<file path="config.mk">
export PLATFORM = sky130hd
export DESIGN_NAME = rotation_matrix_to_euler
export DESIGN_NICKNAME = d
export VERILOG_FILES = /design/src/rtl/core/rme_pkg.sv /design/src/rtl/core/rotation_matrix_to_euler.sv /design/src/rtl/core/rme_queue.sv /design/src/rtl/core/rme_front.sv /design/src/rtl/core/rme_back.sv
export VERILOG_INCLUDE_DIRS = /design/src /design/src/rtl/core
export SDC_FILE = /design/constraint.sdc
export NUM_CORES = 2
export LEC_CHECK = 0
export ABC_AREA = 0
export BUFFER_PORTS_ARGS = -buffer_cell sky130_fd_sc_hd__buf_2
export CAP_MARGIN = 0
export CORE_ASPECT_RATIO = 0.75
export CORE_MARGIN = 5
export CORE_UTILIZATION = 61
export DETAILED_ROUTE_END_ITERATION = 6
export HOLD_SLACK_MARGIN = 0.06
export PLACE_DENSITY_LB_ADDON = 0.25
export REMOVE_ABC_BUFFERS = 1
export SYNTH_ARGS = -nofsm -noshare
export SYNTH_HDL_FRONTEND = slang
export SYNTH_SLANG_ARGS = --single-unit
export TNS_END_PERCENT = 10
</file>
<file path="constraint.sdc">
create_clock -name clk -period 16.6 [get_ports clk]
set_input_delay 0.83 -clock clk [delete_from_list [all_inputs] [get_ports clk]]
set_output_delay 0.83 -clock clk [all_outputs]
set_load 0.01 [all_outputs]
</file>
<file path="src/rtl/core/assert_macros.svh">
// assertion macros shared by the rtl
`ifndef ASSERT_MACROS_SVH
`define ASSERT_MACROS_SVH

// condition holds at every clock edge out of reset
`define ASSERT_ALWAYS(label, cond) \
    label: assert property (@(posedge clk) disable iff (!rst_n) (cond)) \
        else $error("assertion failed");

// trigger implies condition in the next cycle
`define ASSERT_NEXT(label, trig, cond) \
    label: assert property (@(posedge clk) disable iff (!rst_n) (trig) |=> (cond)) \
        else $error("assertion failed");

`endif

</file>
<file path="src/rtl/core/rme_pkg.sv">
// shared types, constants and tables of the euler angle block
`timescale 1ns / 1ps
package rme_pkg;

    localparam int IN_FRAC_BITS_DEF = 14;
    localparam int QUEUE_DEPTH      = 2;
    localparam int CORDIC_ITERS     = 16;
    localparam int ITER_W           = $clog2(CORDIC_ITERS);
    localparam int PRE_SHIFT        = 8;
    localparam int ZW               = 27;

    localparam logic signed [ZW-1:0] DEG180  = ZW'(180 * 65536);
    localparam logic signed [ZW-1:0] OUT_MAX = ZW'(23040);
    localparam logic signed [ZW-1:0] YAW_MAX = ZW'(11520);
    localparam logic [14:0] THR_RESET        = 15'd16352;

    typedef enum logic [1:0] {
        MODE_NORM,
        MODE_LOCK_NEG,
        MODE_LOCK_POS
    } mode_t;

    typedef struct packed {
        mode_t              mode;
        logic signed [16:0] py;
        logic signed [16:0] px;
        logic signed [16:0] ry;
        logic signed [16:0] rx;
        logic signed [16:0] s;
    } task_t;

    typedef struct packed {
        logic full;
        logic empty;
    } q_stat_t;

    function automatic logic signed [ZW-1:0] atan_tab(input logic [ITER_W-1:0] i);
        logic signed [ZW-1:0] v;
        case (i)
            4'd0:    v = ZW'(2949120);
            4'd1:    v = ZW'(1740967);
            4'd2:    v = ZW'(919879);
            4'd3:    v = ZW'(466945);
            4'd4:    v = ZW'(234379);
            4'd5:    v = ZW'(117304);
            4'd6:    v = ZW'(58666);
            4'd7:    v = ZW'(29335);
            4'd8:    v = ZW'(14668);
            4'd9:    v = ZW'(7334);
            4'd10:   v = ZW'(3667);
            4'd11:   v = ZW'(1833);
            4'd12:   v = ZW'(917);
            4'd13:   v = ZW'(458);
            4'd14:   v = ZW'(229);
            default: v = ZW'(115);
        endcase
        return v;
    endfunction

endpackage

</file>
<file path="src/rtl/core/rotation_matrix_to_euler.sv">
// steps: a queue pop, a setup step, (IN_FRAC_BITS + 1) root steps, a cordic setup step, 16 cordic
// steps and a finish step; gimbal-lock items skip the root steps
// the serial root and cordic take one item at a time; finish waits until a held result is popped
// a two-entry queue takes new items while the back end works and a result waits to be popped
// reset: asynchronous active low, clears queue, control and result valid, threshold to 16352
`timescale 1ns / 1ps
`include "assert_macros.svh"
module rotation_matrix_to_euler
    import rme_pkg::*;
#(
    parameter int IN_FRAC_BITS = IN_FRAC_BITS_DEF
) (
    input  logic               clk,
    input  logic               rst_n,
    input  logic               gimbal_threshold_we,
    input  logic        [14:0] gimbal_threshold,
    input  logic               push,
    output logic               full,
    input  logic signed [15:0] r00,
    input  logic signed [15:0] r01,
    input  logic signed [15:0] r02,
    input  logic signed [15:0] r10,
    input  logic signed [15:0] r11,
    input  logic signed [15:0] r12,
    input  logic signed [15:0] r22,
    output logic               empty,
    input  logic               pop,
    output logic signed [15:0] pitch_deg,
    output logic signed [14:0] yaw_deg,
    output logic signed [15:0] roll_deg
);

    q_stat_t q_stat;
    logic    q_push;
    logic    q_pop;
    task_t   q_wr_data;
    task_t   q_rd_data;

    rme_front #(
        .IN_FRAC_BITS(IN_FRAC_BITS)
    ) u_front (
        .clk                 (clk),
        .rst_n               (rst_n),
        .gimbal_threshold_we (gimbal_threshold_we),
        .gimbal_threshold    (gimbal_threshold),
        .push                (push),
        .full                (full),
        .r00                 (r00),
        .r01                 (r01),
        .r02                 (r02),
        .r10                 (r10),
        .r11                 (r11),
        .r12                 (r12),
        .r22                 (r22),
        .q_stat              (q_stat),
        .q_push              (q_push),
        .q_data              (q_wr_data)
    );

    rme_queue #(
        .DEPTH(QUEUE_DEPTH)
    ) u_queue (
        .clk     (clk),
        .rst_n   (rst_n),
        .wr_en   (q_push),
        .wr_data (q_wr_data),
        .rd_en   (q_pop),
        .rd_data (q_rd_data),
        .stat    (q_stat)
    );

    rme_back #(
        .IN_FRAC_BITS(IN_FRAC_BITS)
    ) u_back (
        .clk       (clk),
        .rst_n     (rst_n),
        .q_stat    (q_stat),
        .q_data    (q_rd_data),
        .q_pop     (q_pop),
        .empty     (empty),
        .pop       (pop),
        .pitch_deg (pitch_deg),
        .yaw_deg   (yaw_deg),
        .roll_deg  (roll_deg)
    );

    `ASSERT_ALWAYS(a_queue_state, !(q_stat.full && q_stat.empty))
    `ASSERT_ALWAYS(a_pop_nonempty, !q_pop || !q_stat.empty)
    `ASSERT_NEXT(a_push_lands, q_push && !q_pop, !q_stat.empty)

endmodule

</file>
<file path="src/rtl/core/rme_queue.sv">
// small register queue of classified items between front and back
`timescale 1ns / 1ps
module rme_queue
    import rme_pkg::*;
#(
    parameter int DEPTH = QUEUE_DEPTH
) (
    input  logic    clk,
    input  logic    rst_n,
    input  logic    wr_en,
    input  task_t   wr_data,
    input  logic    rd_en,
    output task_t   rd_data,
    output q_stat_t stat
);

    localparam int PW = (DEPTH > 1) ? $clog2(DEPTH) : 1;
    localparam int CW = $clog2(DEPTH + 1);

    task_t         mem [DEPTH];
    logic [PW-1:0] wr_ptr_reg;
    logic [PW-1:0] rd_ptr_reg;
    logic [CW-1:0] cnt_reg;
    logic          do_wr;
    logic          do_rd;

    assign do_wr      = wr_en && !stat.full;
    assign do_rd      = rd_en && !stat.empty;
    assign stat.full  = (cnt_reg == CW'(DEPTH));
    assign stat.empty = (cnt_reg == '0);
    assign rd_data    = mem[rd_ptr_reg];

    always_ff @(posedge clk)
    begin
        if (do_wr)
        begin
            mem[wr_ptr_reg] <= wr_data;
        end
    end

    always_ff @(posedge clk or negedge rst_n)
    begin
        if (!rst_n)
        begin
            wr_ptr_reg <= '0;
            rd_ptr_reg <= '0;
            cnt_reg    <= '0;
        end
        else
        begin
            if (do_wr)
            begin
                wr_ptr_reg <= (wr_ptr_reg == PW'(DEPTH - 1)) ? '0 : wr_ptr_reg + 1'b1;
            end
            if (do_rd)
            begin
                rd_ptr_reg <= (rd_ptr_reg == PW'(DEPTH - 1)) ? '0 : rd_ptr_reg + 1'b1;
            end
            if (do_wr && !do_rd)
            begin
                cnt_reg <= cnt_reg + 1'b1;
            end
            else if (do_rd && !do_wr)
            begin
                cnt_reg <= cnt_reg - 1'b1;
            end
        end
    end

endmodule

</file>
<file path="src/rtl/core/rme_front.sv">
// input side: threshold register, gimbal classification and operand setup
`timescale 1ns / 1ps
module rme_front
    import rme_pkg::*;
#(
    parameter int IN_FRAC_BITS = IN_FRAC_BITS_DEF
) (
    input  logic               clk,
    input  logic               rst_n,
    input  logic               gimbal_threshold_we,
    input  logic        [14:0] gimbal_threshold,
    input  logic               push,
    output logic               full,
    input  logic signed [15:0] r00,
    input  logic signed [15:0] r01,
    input  logic signed [15:0] r02,
    input  logic signed [15:0] r10,
    input  logic signed [15:0] r11,
    input  logic signed [15:0] r12,
    input  logic signed [15:0] r22,
    input  q_stat_t            q_stat,
    output logic               q_push,
    output task_t              q_data
);

    localparam logic signed [32:0] ONE = 33'sd1 <<< IN_FRAC_BITS;

    logic        [14:0] thr_reg;
    logic signed [16:0] thr_s;
    logic signed [16:0] r02_s;
    logic signed [32:0] s_wide;
    logic signed [32:0] s_sat;

    assign full   = q_stat.full;
    assign q_push = push && !q_stat.full;
    assign thr_s  = {2'b00, thr_reg};
    assign r02_s  = {r02[15], r02};
    assign s_wide = {{17{r02[15]}}, r02};

    always_comb
    begin
        if (s_wide > ONE)
        begin
            s_sat = ONE;
        end
        else if (s_wide < -ONE)
        begin
            s_sat = -ONE;
        end
        else
        begin
            s_sat = s_wide;
        end
    end

    always_comb
    begin
        q_data.ry = -{r01[15], r01};
        q_data.rx = {r00[15], r00};
        q_data.s  = s_sat[16:0];
        if (r02_s < -thr_s)
        begin
            q_data.mode = MODE_LOCK_NEG;
            q_data.py   = {r10[15], r10};
            q_data.px   = {r11[15], r11};
        end
        else if (r02_s > thr_s)
        begin
            q_data.mode = MODE_LOCK_POS;
            q_data.py   = {r10[15], r10};
            q_data.px   = {r11[15], r11};
        end
        else
        begin
            q_data.mode = MODE_NORM;
            q_data.py   = -{r12[15], r12};
            q_data.px   = {r22[15], r22};
        end
    end

    always_ff @(posedge clk or negedge rst_n)
    begin
        if (!rst_n)
        begin
            thr_reg <= THR_RESET;
        end
        else if (gimbal_threshold_we)
        begin
            thr_reg <= gimbal_threshold;
        end
    end

endmodule

</file>
<file path="src/rtl/core/rme_back.sv">
// execution side: square root for asin, three cordic lanes, result register
`timescale 1ns / 1ps
module rme_back
    import rme_pkg::*;
#(
    parameter int IN_FRAC_BITS = IN_FRAC_BITS_DEF
) (
    input  logic               clk,
    input  logic               rst_n,
    input  q_stat_t            q_stat,
    input  task_t              q_data,
    output logic               q_pop,
    output logic               empty,
    input  logic               pop,
    output logic signed [15:0] pitch_deg,
    output logic signed [14:0] yaw_deg,
    output logic signed [15:0] roll_deg
);

    localparam int F  = IN_FRAC_BITS;
    localparam int SW = 2 * F + 1;
    localparam int MW = (SW > 34) ? SW : 34;
    localparam int KW = $clog2(F + 1);
    localparam int XW = ((F + 2 > 17) ? F + 2 : 17) + PRE_SHIFT + 2;
    localparam int NL = 3;

    typedef enum logic [2:0] {
        ST_IDLE,
        ST_REM,
        ST_SQRT,
        ST_INIT,
        ST_ROT,
        ST_FIN
    } state_t;

    state_t               state_reg, state_next;
    task_t                task_reg, task_next;
    logic [SW-1:0]        v_reg, v_next;
    logic [SW-1:0]        res_reg, res_next;
    logic [KW-1:0]        k_reg, k_next;
    logic [ITER_W-1:0]    it_reg, it_next;
    logic signed [XW-1:0] x_reg [NL];
    logic signed [XW-1:0] x_next [NL];
    logic signed [XW-1:0] y_reg [NL];
    logic signed [XW-1:0] y_next [NL];
    logic signed [ZW-1:0] z_reg [NL];
    logic signed [ZW-1:0] z_next [NL];
    logic [NL-1:0]        zero_reg, zero_next;
    logic                 out_valid_reg, out_valid_next;
    logic signed [15:0]   pitch_reg, pitch_next;
    logic signed [14:0]   yaw_reg, yaw_next;
    logic signed [15:0]   roll_reg, roll_next;

    logic signed [33:0]   sq;
    logic [MW-1:0]        rem_wide;
    logic [SW-1:0]        bitv;
    logic [SW-1:0]        trial;
    logic signed [XW-1:0] in_x [NL];
    logic signed [XW-1:0] in_y [NL];
    logic signed [15:0]   ang [NL];

    function automatic logic signed [15:0] to_deg(input logic signed [ZW-1:0] z,
                                                  input logic zero);
        logic signed [ZW-1:0] a;
        a = (z + ZW'(256)) >>> 9;
        if (zero)
        begin
            a = '0;
        end
        else if (a > OUT_MAX)
        begin
            a = OUT_MAX;
        end
        else if (a < -OUT_MAX)
        begin
            a = -OUT_MAX;
        end
        return a[15:0];
    endfunction

    assign sq       = task_reg.s * task_reg.s;
    assign rem_wide = (MW'(1) << (2 * F)) - MW'(sq);
    assign bitv     = SW'(1) << {k_reg, 1'b0};
    assign trial    = res_reg + bitv;
    assign q_pop    = (state_reg == ST_IDLE) && !q_stat.empty;
    assign empty    = !out_valid_reg;
    assign pitch_deg = pitch_reg;
    assign yaw_deg   = yaw_reg;
    assign roll_deg  = roll_reg;

    always_comb
    begin
        in_y[0] = {{(XW-17){task_reg.py[16]}}, task_reg.py};
        in_x[0] = {{(XW-17){task_reg.px[16]}}, task_reg.px};
        in_y[1] = {{(XW-17){task_reg.s[16]}}, task_reg.s};
        in_x[1] = {{(XW-F-1){1'b0}}, res_reg[F:0]};
        in_y[2] = {{(XW-17){task_reg.ry[16]}}, task_reg.ry};
        in_x[2] = {{(XW-17){task_reg.rx[16]}}, task_reg.rx};
        for (int l = 0; l < NL; l++)
        begin
            ang[l] = to_deg(z_reg[l], zero_reg[l]);
        end
    end

    always_comb
    begin
        state_next     = state_reg;
        task_next      = task_reg;
        v_next         = v_reg;
        res_next       = res_reg;
        k_next         = k_reg;
        it_next        = it_reg;
        x_next         = x_reg;
        y_next         = y_reg;
        z_next         = z_reg;
        zero_next      = zero_reg;
        out_valid_next = out_valid_reg && !pop;
        pitch_next     = pitch_reg;
        yaw_next       = yaw_reg;
        roll_next      = roll_reg;
        case (state_reg)
            ST_IDLE:
            begin
                if (!q_stat.empty)
                begin
                    task_next  = q_data;
                    state_next = ST_REM;
                end
            end
            ST_REM:
            begin
                v_next     = rem_wide[SW-1:0];
                res_next   = '0;
                k_next     = KW'(F);
                state_next = (task_reg.mode == MODE_NORM) ? ST_SQRT : ST_INIT;
            end
            ST_SQRT:
            begin
                if (v_reg >= trial)
                begin
                    v_next   = v_reg - trial;
                    res_next = (res_reg >> 1) + bitv;
                end
                else
                begin
                    res_next = res_reg >> 1;
                end
                k_next = k_reg - 1'b1;
                if (k_reg == '0)
                begin
                    state_next = ST_INIT;
                end
            end
            ST_INIT:
            begin
                for (int l = 0; l < NL; l++)
                begin
                    zero_next[l] = (in_x[l] == '0) && (in_y[l] == '0);
                    if (in_x[l] < 0)
                    begin
                        x_next[l] = -(in_x[l] <<< PRE_SHIFT);
                        y_next[l] = -(in_y[l] <<< PRE_SHIFT);
                        z_next[l] = (in_y[l] >= 0) ? DEG180 : -DEG180;
                    end
                    else
                    begin
                        x_next[l] = in_x[l] <<< PRE_SHIFT;
                        y_next[l] = in_y[l] <<< PRE_SHIFT;
                        z_next[l] = '0;
                    end
                end
                it_next    = '0;
                state_next = ST_ROT;
            end
            ST_ROT:
            begin
                for (int l = 0; l < NL; l++)
                begin
                    if (y_reg[l] >= 0)
                    begin
                        x_next[l] = x_reg[l] + (y_reg[l] >>> it_reg);
                        y_next[l] = y_reg[l] - (x_reg[l] >>> it_reg);
                        z_next[l] = z_reg[l] + atan_tab(it_reg);
                    end
                    else
                    begin
                        x_next[l] = x_reg[l] - (y_reg[l] >>> it_reg);
                        y_next[l] = y_reg[l] + (x_reg[l] >>> it_reg);
                        z_next[l] = z_reg[l] - atan_tab(it_reg);
                    end
                end
                it_next = it_reg + 1'b1;
                if (it_reg == ITER_W'(CORDIC_ITERS - 1))
                begin
                    state_next = ST_FIN;
                end
            end
            ST_FIN:
            begin
                if (!out_valid_reg || pop)
                begin
                    out_valid_next = 1'b1;
                    state_next     = ST_IDLE;
                    case (task_reg.mode)
                        MODE_LOCK_NEG:
                        begin
                            pitch_next = -ang[0];
                            yaw_next   = -YAW_MAX[14:0];
                            roll_next  = '0;
                        end
                        MODE_LOCK_POS:
                        begin
                            pitch_next = ang[0];
                            yaw_next   = YAW_MAX[14:0];
                            roll_next  = '0;
                        end
                        default:
                        begin
                            pitch_next = ang[0];
                            if (ang[1] > 16'(YAW_MAX))
                            begin
                                yaw_next = YAW_MAX[14:0];
                            end
                            else if (ang[1] < -16'(YAW_MAX))
                            begin
                                yaw_next = -YAW_MAX[14:0];
                            end
                            else
                            begin
                                yaw_next = ang[1][14:0];
                            end
                            roll_next = ang[2];
                        end
                    endcase
                end
            end
            default:
            begin
                state_next = ST_IDLE;
            end
        endcase
    end

    always_ff @(posedge clk or negedge rst_n)
    begin
        if (!rst_n)
        begin
            state_reg     <= ST_IDLE;
            out_valid_reg <= 1'b0;
        end
        else
        begin
            state_reg     <= state_next;
            out_valid_reg <= out_valid_next;
        end
    end

    always_ff @(posedge clk)
    begin
        task_reg  <= task_next;
        v_reg     <= v_next;
        res_reg   <= res_next;
        k_reg     <= k_next;
        it_reg    <= it_next;
        x_reg     <= x_next;
        y_reg     <= y_next;
        z_reg     <= z_next;
        zero_reg  <= zero_next;
        pitch_reg <= pitch_next;
        yaw_reg   <= yaw_next;
        roll_reg  <= roll_next;
    end

endmodule

</file>
==> results.py <==
metrics = {
    "status": {
        "status": "finished, violations left",
        "violations": "DRC",
    },
    "clocking": {
        "ctsResizeCount": 0,
        "path_clk_slew_ns": 0.07,
        "cts_inserted_buffers": 72,
        "cts_hold_buf": 0,
        "insertion_delay_ns": 0.67,
        "h-tree-depth": 3,
        "cts_max_path_buffers": 3,
        "root_buffer": "clkbuf_16",
        "cts.sinks": 656,
        "cts_setup_buffers": 0,
        "tritoncts": "yes",
    },
    "detailed_routing": {
        "num_vias": 51323,
        "ant_nets": 0,
        "drc": 5,
        "avgRoutedWirePerCell_um": 20.6,
        "drt-total-wl_um": 168000,
        "dr.pass1.iters": 7,
        "first_iter_violations": 5303,
        "vias_per_cell": 6.30,
    },
    "hold_path": {
        "hold_class": "in2async",
    },
    "sta": {
        "tightest_slew_ns": 1.36,
        "finalSetupViolCount": 0,
        "period_needed_ns": 8.39,
        "drv_slew": 0,
        "max_freq_mhz": 119,
        "max_slew_margin": 0.0826,
        "finalHoldViolCount": 0,
        "skew_ns": 0.0290,
        "timing.setup.tns_ns": 0,
        "rsz0062_at_grt": "no",
        "fin_crit_sh": 0.505,
    },
    "setup_path": {
        "crit_path_end_kind": "flip-flop",
        "crit_arrival_ns": 8.79,
        "criticalPathCategory": "reg2reg",
        "cp.required_ns": 17.00,
        "cp-start-kind": "flip-flop",
        "path_max_fanout": 60,
        "timing.rr.start": "u_back.it_reg[1]",
        "crit_path_start": "u_back.it_reg[1]",
    },
    "flow_run": {
        "cap_violations": 0,
    },
    "synthesis": {
        "yosysWarnings": 0,
        "yosysSeqAreaShare": 0.304,
        "synth_cells": 6656,
        "avgSynthCellArea_um2": 9.57,
        "netlist_top_cells_area": "edfxtp_1 29%, ha_1 9.1%, fa_1 7.2%",
        "synth_top_flop_cell": "edfxtp_1",
        "mappedNetlistArea_mm2": 0.0637,
        "synth_top_area_cell": "edfxtp_1",
        "yosysTopAreaCellShare": 0.288,
        "synth.distinct_cells": 94,
        "ys_async_sr_fraction": 0.0351,
        "synth_edf_count": 611,
        "ys_ff_latch": 656,
    },
    "floorplanning": {
        "pin_count": 181,
        "die_y_um": 290,
        "start_util": 0.616,
        "coreArea_mm2": 0.104,
        "die_x_um": 383,
        "die-area_mm2": 0.111,
        "fp-row-count": 102,
    },
    "global_routing": {
        "overflow": 0,
        "grt_pass1_wl_um": 270000,
        "grt_max_degree": 149,
        "grt.total_usage": 0.297,
        "antenna_found_initial": 0,
        "grt_pass1_vias": 49874,
    },
    "placed_design": {
        "portBuffers": 180,
        "dpl.hpwl_um": 125000,
        "routabilityCongestion": 0.998,
    },
    "cells_and_area": {
        "fin_nets": 7505,
        "top_register": "u_queue.mem",
        "antenna_cells": 0,
        "syn_to_final_growth_pct": 7.01,
        "largest_reg_flops": 168,
        "drive_above_1_share": 0.111,
    },
}
[cell usage after synthesis, drive strengths merged, types with 116 or more instances]
library cell / n
a21o: 125
a21oi: 372
clkbuf: 194
edfxtp: 611
fa: 229
ha: 463
inv: 530
mux2: 171
mux4: 183
nand2: 683
nand3: 124
nor2: 489
nor3: 116
o21ai: 411
xnor2: 428
xor2: 240
[per-stage QoR]
step	utilization	setup WS [ns]	std cells	instance area [µm²]	hold slack (ns)
after CTS	0.659	8.33	8143	68200	0.198
final	0.659	8.21	8143	68200	0.203
after global routing	0.659	7.73	8143	68200	0.232
after floorplan	-	4.25	6383	62600	0.461
after global placement	0.635	8.52	8011	65700	0.487
after detailed placement	0.635	8.32	8011	65700	0.489
[layout make-up]
| type | instances | area (µm²) |
|---|---|---|
| multi-input cells | 5196 | 41300 |
| fillers | 8231 | 35300 |
| flip-flops and latches | 656 | 19400 |
| inverters | 531 | 2010 |
| clock buffers | 85 | 1980 |
| well taps | 1404 | 1760 |
| repair buffers | 224 | 1270 |
| clock inverters | 47 | 489 |
[kinds of logic (layout without fill, tap and decap cells)]
kind of cell | after synthesis | in the layout | synth area share
compound gates | 1424 | 1424 | 0.139
xor+xnor | 668 | 668 | 0.0918
fa+ha+maj | 692 | 692 | 0.163
buf+inv | 804 | 887 | 0.0489
flops | 656 | 656 | 0.304
mux | 420 | 420 | 0.105
other cells | 1 | 1 | 0.0000589
simple gates | 1991 | 1991 | 0.147
[path summary, 6_finish.rpt]
check                                           to  slack [ns]  cells after the start
worst max register to register    u_back.x_reg[26]        8.21                     21
max in group asynchronous       u_queue.rd_ptr_reg       15.87                      1
min in group clk                u_queue.mem[0][27]        0.36                      1
worst max-delay path              u_back.x_reg[26]        8.21                     21
worst min-delay path            u_front.thr_reg[4]        0.20                      1
worst min register to register  u_queue.cnt_reg[1]        0.50                      1
[cell usage in the layout (no fill, tap or decap), types with 229 or more instances in the layout]
cell      count
nor2_1      487
xnor2_1     428
fa_1        229
inv_1       523
ha_1        463
edfxtp_1    611
xor2_1      240
nand2_1     683
o21ai_0     328
a21oi_1     370
[critical path: stages (launching register included)]
cell      delay (ns)
edfxtp_1        0.33
buf_4           0.62
buf_4           0.78
buf_4           0.82
mux4_2          0.64
mux4_2          0.55
or4_4           0.58
or3_4           0.41
or4b_4          0.51
or3_1           0.42
o21ai_1         0.18
xnor2_1         0.16
nor2_1          0.07
ha_1            0.39
a21o_1          0.24
a21oi_1         0.26
nor2b_1         0.18
o21ai_0         0.12
a311oi_1        0.43
o21ai_0         0.18
xnor2_1         0.17
nor2_1          0.05
[metal layers]
metal / track usage / share of wire
met3: 0.0628 / 0.096
met5: 0 / 0
met4: 0.0776 / 0.027
met1: 0.432 / 0.44
met2: 0.456 / 0.44
Power is not shown: default switching activity piles up to over one toggle a cycle in this logic, so the estimate is an artifact.
